**src/hw/rtl/kts_pkg.sv**
```systemverilog
package kts_pkg;

  // Table size and number formats.
  localparam int MAX_KEYS   = 64;
  localparam int ADDR_W     = $clog2(MAX_KEYS);
  localparam int CNT_W      = $clog2(MAX_KEYS + 1);
  localparam int DATA_W     = 32;
  localparam int FRAC_BITS  = 16;
  localparam int IDX_IN_W   = 6;
  localparam int CFG_IDX_W  = 2;
  localparam int STEP_W     = $clog2(DATA_W);
  localparam int PROD_W     = DATA_W + FRAC_BITS + 3;

  // Request kinds.
  localparam logic REQ_WRITE  = 1'b0;
  localparam logic REQ_SAMPLE = 1'b1;

  // Configuration register indexes.
  typedef enum logic [CFG_IDX_W-1:0] {
    CFG_KEY_COUNT     = 2'd0,
    CFG_LOOPING       = 2'd1,
    CFG_LOOP_DURATION = 2'd2,
    CFG_EMPTY_FILL    = 2'd3
  } cfg_reg_t;

  // Key memory read address source.
  typedef enum logic [1:0] {
    RS_FIRST,
    RS_LAST,
    RS_IDX,
    RS_IDX_M1
  } rd_src_t;

  // Controller states.
  typedef enum logic [3:0] {
    ST_IDLE,
    ST_T0,
    ST_TL,
    ST_MOD,
    ST_MOD_FIN,
    ST_SRCH_INIT,
    ST_SRCH_RD,
    ST_SRCH_CHK,
    ST_DIV,
    ST_VAL_A,
    ST_VAL_B,
    ST_MUL,
    ST_ADD,
    ST_EMIT,
    ST_OUT
  } state_t;

  // Commands from the controller to the datapath.
  typedef struct packed {
    logic    wr_key;
    logic    load_sample;
    rd_src_t rd_src;
    logic    cap_t0;
    logic    mod_init;
    logic    mod_step;
    logic    mod_done;
    logic    srch_init;
    logic    srch_adv;
    logic    div_init;
    logic    div_step;
    logic    cap_a;
    logic    cap_b;
    logic    mul;
    logic    add;
    logic    emit_key;
    logic    emit_fill;
  } cmd_t;

  // Status from the datapath to the controller.
  typedef struct packed {
    logic n_zero;
    logic lt_first;
    logic le_first;
    logic ge_last;
    logic wrap_ok;
    logic need_mod;
    logic seg_hit;
    logic idx_end;
  } status_t;

endpackage

```
**src/hw/rtl/kts_ctrl.sv**
```systemverilog
module kts_ctrl (
  input  logic              clk,
  input  logic              rst_n,
  input  logic              in_valid,
  input  logic              in_req_type,
  output logic              in_ready,
  output logic              out_valid,
  input  logic              out_ready,
  input  kts_pkg::status_t  sts,
  output kts_pkg::cmd_t     cmd
);

  kts_pkg::state_t                 state_r, state_nxt;
  logic [kts_pkg::STEP_W-1:0]      cnt_r, cnt_nxt;
  logic [1:0]                      comp_r, comp_nxt;

  // State and counters.
  always_ff @(posedge clk) begin
    if (!rst_n) begin
      state_r <= kts_pkg::ST_IDLE;
      cnt_r   <= '0;
      comp_r  <= '0;
    end else begin
      state_r <= state_nxt;
      cnt_r   <= cnt_nxt;
      comp_r  <= comp_nxt;
    end
  end

  // Next state and commands.
  always_comb begin
    state_nxt = state_r;
    cnt_nxt   = cnt_r;
    comp_nxt  = comp_r;
    cmd       = '0;
    cmd.rd_src = kts_pkg::RS_FIRST;
    in_ready  = 1'b0;
    out_valid = 1'b0;
    case (state_r)
      kts_pkg::ST_IDLE: begin
        in_ready = 1'b1;
        if (in_valid) begin
          if (in_req_type == kts_pkg::REQ_WRITE) begin
            cmd.wr_key = 1'b1;
          end else if (sts.n_zero) begin
            cmd.emit_fill = 1'b1;
            state_nxt = kts_pkg::ST_OUT;
          end else begin
            cmd.load_sample = 1'b1;
            cmd.rd_src = kts_pkg::RS_FIRST;
            state_nxt = kts_pkg::ST_T0;
          end
        end
      end
      kts_pkg::ST_T0: begin
        cmd.cap_t0 = 1'b1;
        cmd.rd_src = kts_pkg::RS_LAST;
        state_nxt = kts_pkg::ST_TL;
      end
      kts_pkg::ST_TL: begin
        if (sts.lt_first) begin
          cmd.rd_src = kts_pkg::RS_FIRST;
          state_nxt = kts_pkg::ST_EMIT;
        end else if (sts.ge_last && !sts.wrap_ok) begin
          cmd.rd_src = kts_pkg::RS_LAST;
          state_nxt = kts_pkg::ST_EMIT;
        end else if (sts.ge_last && sts.need_mod) begin
          cmd.mod_init = 1'b1;
          cnt_nxt = '0;
          state_nxt = kts_pkg::ST_MOD;
        end else begin
          state_nxt = kts_pkg::ST_SRCH_INIT;
        end
      end
      kts_pkg::ST_MOD: begin
        cmd.mod_step = 1'b1;
        cnt_nxt = cnt_r + 1'b1;
        if (cnt_r == kts_pkg::STEP_W'(kts_pkg::DATA_W - 1)) begin
          state_nxt = kts_pkg::ST_MOD_FIN;
        end
      end
      kts_pkg::ST_MOD_FIN: begin
        cmd.mod_done = 1'b1;
        state_nxt = kts_pkg::ST_SRCH_INIT;
      end
      kts_pkg::ST_SRCH_INIT: begin
        cmd.srch_init = 1'b1;
        state_nxt = kts_pkg::ST_SRCH_RD;
      end
      kts_pkg::ST_SRCH_RD: begin
        // Past the last segment: clamp to an end key.
        if (sts.idx_end) begin
          cmd.rd_src = sts.le_first ? kts_pkg::RS_FIRST : kts_pkg::RS_LAST;
          state_nxt = kts_pkg::ST_EMIT;
        end else begin
          cmd.rd_src = kts_pkg::RS_IDX;
          state_nxt = kts_pkg::ST_SRCH_CHK;
        end
      end
      kts_pkg::ST_SRCH_CHK: begin
        if (sts.seg_hit) begin
          cmd.div_init = 1'b1;
          cnt_nxt = '0;
          state_nxt = kts_pkg::ST_DIV;
        end else begin
          cmd.srch_adv = 1'b1;
          state_nxt = kts_pkg::ST_SRCH_RD;
        end
      end
      kts_pkg::ST_DIV: begin
        cmd.div_step = 1'b1;
        cmd.rd_src = kts_pkg::RS_IDX_M1;
        cnt_nxt = cnt_r + 1'b1;
        if (cnt_r == kts_pkg::STEP_W'(kts_pkg::FRAC_BITS - 1)) begin
          state_nxt = kts_pkg::ST_VAL_A;
        end
      end
      kts_pkg::ST_VAL_A: begin
        cmd.cap_a = 1'b1;
        cmd.rd_src = kts_pkg::RS_IDX;
        state_nxt = kts_pkg::ST_VAL_B;
      end
      kts_pkg::ST_VAL_B: begin
        cmd.cap_b = 1'b1;
        comp_nxt = '0;
        state_nxt = kts_pkg::ST_MUL;
      end
      kts_pkg::ST_MUL: begin
        cmd.mul = 1'b1;
        state_nxt = kts_pkg::ST_ADD;
      end
      kts_pkg::ST_ADD: begin
        cmd.add = 1'b1;
        comp_nxt = comp_r + 1'b1;
        state_nxt = (comp_r == 2'd2) ? kts_pkg::ST_OUT : kts_pkg::ST_MUL;
      end
      kts_pkg::ST_EMIT: begin
        cmd.emit_key = 1'b1;
        state_nxt = kts_pkg::ST_OUT;
      end
      kts_pkg::ST_OUT: begin
        out_valid = 1'b1;
        if (out_ready) begin
          state_nxt = kts_pkg::ST_IDLE;
        end
      end
      default: begin
        state_nxt = kts_pkg::ST_IDLE;
      end
    endcase
  end

endmodule

```
**config.mk**
```make
export PLATFORM = sky130hd
export DESIGN_NAME = kts_ctrl
export DESIGN_NICKNAME = d
export VERILOG_FILES = /design/src/hw/rtl/kts_pkg.sv /design/src/hw/rtl/kts_ctrl.sv
export SDC_FILE = /design/constraint.sdc
export NUM_CORES = 1
export LEC_CHECK = 0
export ABC_CLOCK_PERIOD_IN_PS = 5800
export BUFFER_PORTS_ARGS = -buffer_cell sky130_fd_sc_hd__buf_2
export CAP_MARGIN = 10
export CORE_MARGIN = 5
export CORE_UTILIZATION = 38
export DETAILED_ROUTE_END_ITERATION = 12
export PLACE_DENSITY_LB_ADDON = 0.05
export SYNTH_ARGS = -nofsm -noshare
export SYNTH_HDL_FRONTEND = slang
export SYNTH_SLANG_ARGS = --single-unit
```
**constraint.sdc**
```tcl
create_clock -name clk -period 5.8 [get_ports clk]
set_clock_uncertainty 0.2 [all_clocks]
set_input_delay 0.58 -clock clk [delete_from_list [all_inputs] [get_ports clk]]
set_output_delay 0.58 -clock clk [all_outputs]
set_load 0.005 [all_outputs]
```
==> results of run 1 <==
## cells by family (layout without fill, tap and decap cells)
| family | Yosys count | count (layout) | synth area share |
|---|---|---|---|
| AO/OA/AOI/OAI | 38 | 38 | 0.249 |
| adder cells (fa/ha/maj) | 4 | 4 | 0.0447 |
| buffers and inverters | 23 | 47 | 0.101 |
| flip-flops | 11 | 11 | 0.197 |
| multiplexers | 2 | 2 | 0.0201 |
| AND/OR/NAND/NOR | 73 | 73 | 0.389 |
## area by class of cell
cell class              count  area [um^2]  area share
multi-input cells         117          787       0.618
flip-flops and latches     11          220       0.173
repair buffers             32          160       0.126
inverters                  11         41.3      0.0324
well taps                  31         38.8      0.0305
clock buffers               4         26.3      0.0206
## Yosys cell counts (2+ instances only)
cell type	instances	area share
nor2_1	17	0.057
dfxtp_1	11	0.20
inv_1	10	0.034
nand2b_1	10	0.056
nand2_1	9	0.030
nor3_1	8	0.036
o21ai_0	8	0.036
buf_2	5	0.022
nand3_1	5	0.022
ha_1	4	0.045
a21oi_1	3	0.013
buf_4	3	0.020
or3b_1	3	0.023
a2111oi_0	2	0.016
a21o_1	2	0.013
a221o_1	2	0.018
a221oi_1	2	0.016
a22oi_1	2	0.013
a31oi_1	2	0.011
and3_1	2	0.011
clkbuf_1	2	0.0067
mux2_2	2	0.020
nand3b_1	2	0.013
nand4b_1	2	0.016
nor2b_1	2	0.011
o21ai_1	2	0.0089
o41ai_1	2	0.016
or4_1	2	0.013
or4b_1	2	0.018
## worst max-delay path, delay by kind of cell, from the launching register on
kind                   cells  cell delay [ns]
and+or+nand+nor            2             0.82
DFF                        1             0.97
AOI/OAI and AO/OA          1             0.08
buffers and inverters      1             0.14
## through the flow
stage          cell area [um^2]  setup WS, ns  std cells   util
6_report                   1270          2.74        206  0.458
5_1_grt                    1270          2.45        206  0.458
3_3_place_gp               1250          3.12        202  0.448
2_1_floorplan              1120          3.69        151      -
3_5_place_dp               1250          3.07        202  0.448
4_1_cts                    1270          2.76        206  0.458
## where the power goes
group          switching [mW]  internal, mW
Sequential             0.0712        0.0897
Clock                  0.0256        0.0266
Combinational           0.104         0.107
## worst paths after layout
| kind | startpoint | cells after the start | to | slack [ns] |
|---|---|---|---|---|
| max | state_r[2] | 4 | cmd[14] | 2.74 |
| min | cnt_r[4] | 1 | cnt_r[4] | 0.29 |
| max reg2reg | state_r[2] | 4 | state_r[1] | 3.41 |
| min reg2reg | cnt_r[4] | 1 | cnt_r[4] | 0.29 |
## sequential cells by signal, indices dropped and copies added, names as in the netlist
signal	count
cnt_r	5
comp_r	2
state_r	4
## per-layer routing
| metal | up-vias | global-route usage |
|---|---|---|
| met5 | - | 0 |
| met4 | 0 | 0.0534 |
| met3 | 4 | 0.0245 |
| met2 | 25 | 0.246 |
| met1 | 577 | 0.190 |
| li1 | 614 | - |
==> reports/results.ini, run 1 <==
[global_routing]
grt_pass1_vias = 1073
grt_max_degree = 32
overflow = 0
grt.total_usage = 0.148
grt_pass1_wl_mm = 5.05
antenna_found_initial = 0

[critical_path]
crit_path_max_incr_delay_ns = 0.97
crit_type = reg -> out
crit_chain = nand2b_1 > or4_1 > o21ai_0 > buf_2
start_kind = flop
cp_slowest_cell = dfxtp_1
required_ns = 5.02
cp-end-kind = primary output
crit_arrival_ns = 2.28
crit_fanout = 31

[power_and_ir_drop]
cellPowerDensity_mw_per_mm2 = 333
power.total_mw = 0.424
peakVddDrop_mv = 0.231
p_leak_nw = 0.552

[routing]
wl_met2_mm = 1.59
wl_met1_mm = 1.26
wl_per_cell_um = 14.4
via_per_inst = 5.92
vias = 1220
drc = 0
first_pass_iters = 4
top_layer = met4
drt_wl_total_mm = 2.97
dr_wl_met3_um = 96
drtIter0Drc = 87
ant_nets = 0

[sta]
slew_viol_final = 0
hold_violations = 0
hold_ws_ns = 0.291
setup_violations = 0
fin_crit_sh = 0.528
fin_crit_ns = 3.06
fin_tns_setup_ns = 0
fmaxAchievable_mhz = 326
worst_slew_pin_slew_ns = 0.976
max_slew_margin = 0.349
rsz0062_at_grt = false

[cts]
post_cts_buffers = 0
cts.clk_slew.worst_paths_ns = 0.07
clk_latency_ns = 0.27
numCtsBuffers = 3
tritoncts = done
clockBufferDepth = 2
postCtsHoldBufs = 0
cts_root_buf = clkbuf_4
cts-htree-levels = 1
post_cts_resized = 0
cts_sinks = 11

[finish]
drive_above_1_share = 0.246
nFillCells = 295
fin_nets = 193
insertedDiodeCount = 0
final_cell_mix = buf_2 (32), nor2_1 (17), dfxtp_1 (11)
area_growth_pct = 13.7
final_common_cell = buf_2

[synthesis]
synth_warnings = 0
synth_seq_cells = 11
avgSynthCellArea_um2 = 7.42
async_reset_ff_frac = 0
synth_nets = 168
synth-seq-area-share = 0.197
syn_inst = 151
synth_edf_count = 0
ys_types = 52
syn_area_mm2 = 0.00112
synth-main-ff-cell = dfxtp_1

[die]
num_io_pins = 33
coreArea_mm2 = 0.00278
fp.dieW_um = 64.3
dieArea_mm2 = 0.00413
rows = 19
fp.dieH_um = 64.3
start_util = 0.403

[worst_hold_path]
hold_class = reg -> reg

[outcome]
status = finished, final reports clean

[job]
cap_violations = 0

[placement]
numPortBuffers = 32
routabilityCongestion = 0.735
dp_hpwl_mm = 2.24

Power figures use the tool's default switching activity.
==> run 2: changes to the inputs <==
ABC_AREA = 1   (was unset)
ABC_CLOCK_PERIOD_IN_PS = 3210   (was 5800)
clock period = 3.21 ns   (was 5.8 ns; I/O delays follow)
==> reports/results.ini, run 2 <==
[synthesis]
yosys-top-cells-count = nand2_1 (38), inv_1 (26), nor2_1 (23), nand3_1 (13)
yosysTopAreaCellShare = 0.218  ; +0.0209
synth_seq_cells = 11  ; unchanged
synth_top_family_by_area = simple AND/OR/NAND/NOR gates
synth-compound-area-share = 0.110  ; -0.139
avgSynthCellArea_um2 = 6.13  ; -17%
synth_area_leaders = dfxtp_1 (22%), nand2_1 (14%), inv_1 (9.6%), nor2_1 (8.5%), nand2_2 (6.8%)
synth_nets = 182  ; +8.3%
async_reset_ff_frac = 0  ; unchanged
synth_warnings = 0  ; unchanged
synth_top_cell_by_area = dfxtp_1
ys_types = 24  ; -54%
synth-xor-area-share = 0  ; unchanged
syn_area_mm2 = 0.00101  ; -9.6%
synthMuxAreaShare = 0  ; -0.0201
synth-main-ff-cell = dfxtp_1
synth-seq-area-share = 0.218  ; +0.0209
synthAdderAreaFrac = 0.0494  ; +0.00475
yosysMostFrequentCell = nand2_1
synthSimpleGateAreaFrac = 0.503  ; +0.114
syn_inst = 165  ; +9.3%
synth_edf_count = 0  ; unchanged

[critical_path]
crit_fanout = 7  ; -77%
cp-end-kind = primary output
r2r_cells = 9  ; +5
path_depth = 6  ; +2
cpMostUsedCell = nor2_1
crit_path_max_incr_delay_ns = 0.42  ; -0.55 ns
cp_num_buf_inv = 1  ; unchanged
cp_slowest_cell = dfxtp_1
reg2reg_slack_ns = 1.33  ; -2.08 ns
crit_type = reg -> out
crit_arrival_ns = 1.47  ; -0.81 ns
cp_top_family = simple AND/OR/NAND/NOR gates
crit_chain = nor2_4 > nand2_1 > nor2_1 > nor2_1 > o221ai_1 > buf_2
required_ns = 2.69  ; -2.33 ns
start_kind = flop

[die]
rows = 18  ; -1
start_util = 0.401  ; -0.00132
fp.dieW_um = 61.6  ; -4.2%
fp.dieH_um = 61.6  ; -4.2%
num_io_pins = 33  ; unchanged
dieArea_mm2 = 0.00380  ; -8.1%
coreArea_mm2 = 0.00252  ; -9.3%

[finish]
fin_nets = 218  ; +13%
final_core_util = 0.487  ; +0.0287
final_cell_mix = nand2_1 (38), buf_2 (32), inv_1 (26)
area_growth_pct = 21.3
largestRegisters = cnt_r: 5 flops, state_r: 4 flops, comp_r: 2 flops
final_common_cell = nand2_1
largest-register = cnt_r
largest_reg_flops = 5  ; unchanged
insertedDiodeCount = 0  ; unchanged
drive_above_1_share = 0.315  ; +0.0693

[placement]
numPortBuffers = 32  ; unchanged
routabilityCongestion = 0.829  ; +13%
dp_hpwl_mm = 2.23  ; -0.44%

[cts]
cts_root_buf = clkbuf_4
numCtsBuffers = 3  ; unchanged
postCtsHoldBufs = 0  ; unchanged
tritoncts = done
clk_latency_ns = 0.26  ; about the same
cts-htree-levels = 1  ; unchanged
cts_sinks = 11  ; unchanged
post_cts_resized = 0  ; unchanged
post_cts_buffers = 0  ; unchanged
cts.clk_slew.worst_paths_ns = 0.07  ; about the same
clockBufferDepth = 2  ; unchanged

[routing]
via_per_inst = 4.80  ; -19%
ant_nets = 0  ; unchanged
first_pass_iters = 4  ; unchanged
wl_per_cell_um = 11.3  ; -22%
vias = 1103  ; -9.6%
drt_wl_total_mm = 2.60  ; -12%
drc = 0  ; unchanged
drtIter0Drc = 62  ; -29%

[sta]
setup_violations = 0  ; unchanged
fin_crit_ns = 1.99
slew_viol_final = 0  ; unchanged
fmaxAchievable_mhz = 502
hold_ws_ns = 0.165  ; -0.126 ns
worst_slew_pin_slew_ns = 0.388  ; -0.588 ns
fin_crit_sh = 0.620
fin_tns_setup_ns = 0  ; unchanged
hold_violations = 0  ; unchanged
rsz0062_at_grt = false
max_slew_margin = 0.741  ; +0.392

[global_routing]
grt_pass1_vias = 1038  ; -3.3%
grt.total_usage = 0.148  ; +0.000440
grt_pass1_wl_mm = 4.31  ; -15%
antenna_found_initial = 0  ; unchanged
overflow = 0  ; unchanged
grt_max_degree = 12  ; -63%

[power_and_ir_drop]
clkPwrFrac = 0.095  ; -0.028
peakVddDrop_mv = 0.376  ; +62%
seq_power_share = 0.227  ; -0.152
p_leak_nw = 0.722  ; +31%
pwr-share-comb = 0.677  ; +0.179
cellPowerDensity_mw_per_mm2 = 792  ; +140%
p_int_mw = 0.450  ; +100%
p_switching_mw = 0.522  ; +160%
swShare = 0.537  ; +0.0650

[job]
cap_violations = 0  ; unchanged

[worst_hold_path]
hold_class = in -> reg
hold_depth = 4  ; +3

[outcome]
status = finished, final reports clean

[run 2: changes by cell type after synthesis, moves of 5 or more]
cell and delta:
nand2_1 +29, nand2_2 +11, nor2_2 +5, nor2_1 +6
nor3_1 -6, inv_1 +16, nand3_1 +8, buf_2 -5
nand2b_1 -10, o21ai_0 -7, a21oi_1 +7
[run 2: worst reg2reg max path, stage by stage, from the launching register on]
cell and delay (ns):
dfxtp_1 0.39, ha_1 0.18, nand2_1 0.07, nor2_1 0.15
ha_1 0.17, nand3b_1 0.15, nand3_1 0.13, nor2_2 0.16
nand2_1 0.08, a21oi_1 0.12
[run 2: layout make-up]
class                      instances  area, um^2
multi-input combinational        123         671
timing repair buffer              32         160
inverter                          30         113
fill                             288        1290
tap                               30        37.5
sequential                        11         220
clock buffer                       4        26.3
[run 2: path summary, 6_finish.rpt]
path,startpoint,endpoint
worst max-delay path,state_r[3],cmd[14]
worst min-delay path,out_ready,state_r[2]
worst max register to register,cnt_r[0],state_r[0]
worst min register to register,comp_r[1],comp_r[1]
[run 2: metrics by stage]
step                std cells  setup WS, ns  cell area (um^2)  total power [mW]
floorplan                 165          1.57              1010             0.698
global placement          226          1.48              1200             0.877
detailed placement        226          1.35              1200             0.886
CTS                       230          1.21              1230             0.982
global route              230          1.08              1230              1.07
finish                    230          1.22              1230             0.972
[run 2: power groups by stage]
stage                     clock, mW  sequential, mW  combinational, mW
after CTS                    0.0970           0.220              0.665
final                        0.0927           0.221              0.659
after global placement            0           0.222              0.655
after floorplan                   0           0.210              0.488
after global routing          0.104           0.226              0.741
after detailed placement          0           0.224              0.662
[run 2: logic make-up after synthesis]
group / Yosys count
AOI/OAI and AO/OA: 16
adders and majority gates: 4
buffers and inverters: 31
DFF: 11
and+or+nand+nor: 103
[run 2: layer usage]
layer / routed length, um / global-route usage / up-vias
li1: - / - / 587
met1: 1120 / 0.169 / 481
met2: 1280 / 0.290 / 33
met3: 185 / 0.0210 / 2
met4: 11 / 0.0273 / 0
met5: 0 / 0 / -
==> run 3: changes to the inputs <==
ABC_CLOCK_PERIOD_IN_PS = 2040   (was 3210)
clock period = 2.04 ns   (was 3.21 ns; I/O delays follow)
==> reports/results.ini, run 3 (same netlist as run 2, synthesis figures left out) <==
[placement]
post_dp_cell_area_mm2 = 0.00120  ; unchanged
routabilityCongestion = 0.827  ; -0.24%
dpl_worst_slack_ns = 0.179  ; -1.17 ns
dp_hpwl_mm = 2.22  ; -0.52%
placed_cells = 226  ; unchanged
numPortBuffers = 32  ; unchanged

[routing]
drt_wl_total_mm = 2.59  ; -0.35%
drtIter0Drc = 37  ; -40%
first_pass_iters = 4  ; unchanged
via_per_inst = 4.79  ; about the same
vias = 1102  ; -0.091%
drc = 0  ; unchanged
ant_nets = 0  ; unchanged
wl_per_cell_um = 11.3  ; -0.35%

[cts]
postCtsHoldBufs = 0  ; unchanged
clk_latency_ns = 0.26  ; about the same
tritoncts = done
cts_sinks = 11  ; unchanged
numCtsBuffers = 3  ; unchanged
cts-htree-levels = 1  ; unchanged
cts.clk_slew.worst_paths_ns = 0.07  ; about the same
cts_root_buf = clkbuf_4
post_cts_buffers = 0  ; unchanged
clockBufferDepth = 2  ; unchanged

[sta]
setup_slack_ns = 0.158  ; -1.06 ns
fmaxAchievable_mhz = 531
fin_tns_setup_ns = 0  ; unchanged
hold_violations = 0  ; unchanged
rsz0062_at_grt = false
worst_slew_pin_slew_ns = 0.397  ; +0.00908 ns
fin_crit_sh = 0.923
max_slew_margin = 0.735  ; -0.00606
fin_crit_ns = 1.88
slew_viol_final = 0  ; unchanged
setup_violations = 0  ; unchanged

[global_routing]
grt.total_usage = 0.149  ; +0.000426
antenna_found_initial = 0  ; unchanged
grt_pass1_wl_mm = 4.31  ; unchanged
overflow = 0  ; unchanged
grt_max_degree = 12  ; unchanged
grt_pass1_vias = 1037  ; -0.096%

[finish]
insertedDiodeCount = 0  ; unchanged
largestRegisters = cnt_r: 5 flops, state_r: 4 flops, comp_r: 2 flops
stdcell_count = 230  ; unchanged
largest-register = cnt_r
final_cell_mix = nand2_1 (38), buf_2 (32), inv_1 (26)
drive_above_1_share = 0.315  ; unchanged
final_common_cell = nand2_1
largest_reg_flops = 5  ; unchanged
area_growth_pct = 21.8
fin_area_mm2 = 0.00123  ; +0.41%
fin_nets = 218  ; unchanged

[die]
num_io_pins = 33  ; unchanged
coreArea_mm2 = 0.00252  ; unchanged
fp.dieW_um = 61.6  ; unchanged
fp.dieH_um = 61.6  ; unchanged
rows = 18  ; unchanged
start_util = 0.401  ; unchanged
dieArea_mm2 = 0.00380  ; unchanged

[power_and_ir_drop]
cellPowerDensity_mw_per_mm2 = 1250  ; +58%
peakVddDrop_mv = 0.677  ; +80%
p_leak_nw = 0.723  ; +0.15%

[critical_path]
crit_path_end = cmd[14]
timing.rr.end = state_r[0]
r2r_start = cnt_r[0]
reg2reg_slack_ns = 0.18  ; -1.15 ns
crit_fanout = 7  ; unchanged
crit_arrival_ns = 1.48  ; about the same
r2r_cells = 9  ; unchanged
crit_type = reg -> out
required_ns = 1.64  ; -1.05 ns
start_kind = flop
cp-end-kind = primary output
cp-startpoint = state_r[3]

[job]
cap_violations = 0  ; unchanged

[outcome]
status = finished, final reports clean

[worst_hold_path]
hold_class = in -> reg

==> run 3: cell counts in the layout (fill, tap and decap cells not counted) <==
No cell type changed its count.
==> run 3: metal layers <==
layer	global-route usage	wire length, um	vias up	part of all wire
li1	-	-	583	-
met1	0.181	1130	490	0.44
met2	0.274	1290	27	0.50
met3	0.0189	157	2	0.061
met4	0.0364	11	0	0.0042
met5	0	0	-	0
==> run 3: how the worst min path moves through the flow <==
stage               startpoint  depth (start not counted)         end
floorplan                rst_n                          2   comp_r[0]
global placement     comp_r[1]                          2   comp_r[1]
detailed placement    cnt_r[3]                          2    cnt_r[3]
CTS                  out_ready                          4  state_r[2]
global route         out_ready                          4  state_r[2]
finish               out_ready                          4  state_r[2]
==> run 3: what timing repair did <==
action / 4_1_cts / 5_1_grt
gates resized for setup: 0 / 1
hold endpoints to repair: 0 / 0
endpoints found under the setup margin: 0 / 1
==> run 3: critical path, cell delays in order (launching register included) <==
cell and delay, ns:
dfxtp_1 0.56, nor2_4 0.12, nand2_1 0.11, nor2_1 0.06, nor2_1 0.11, o221ai_1 0.11
buf_2 0.14
==> run 3: through the flow <==
step	hold WS, ns	power [mW]	util
4_1_cts	0.0340	1.55	0.487
2_1_floorplan	0.139	1.10	-
3_3_place_gp	0.254	1.38	0.476
3_5_place_dp	0.277	1.39	0.476
6_report	0.0396	1.54	0.489
5_1_grt	0.0503	1.71	0.489
==> run 3: cell type report <==
class,instances,area [um^2]
sequential,11,220
tap,30,37.5
inverter,30,113
multi-input combinational,123,676
clock buffer,4,26.3
fill,281,1290
timing repair buffer,32,160
==> run 3: report_power, final <==
part           internal, mW  switching [mW]  total, mW
Sequential            0.263          0.0837      0.346
Combinational         0.378           0.672       1.05
Clock                0.0756          0.0706      0.146
Total                 0.716           0.827       1.54
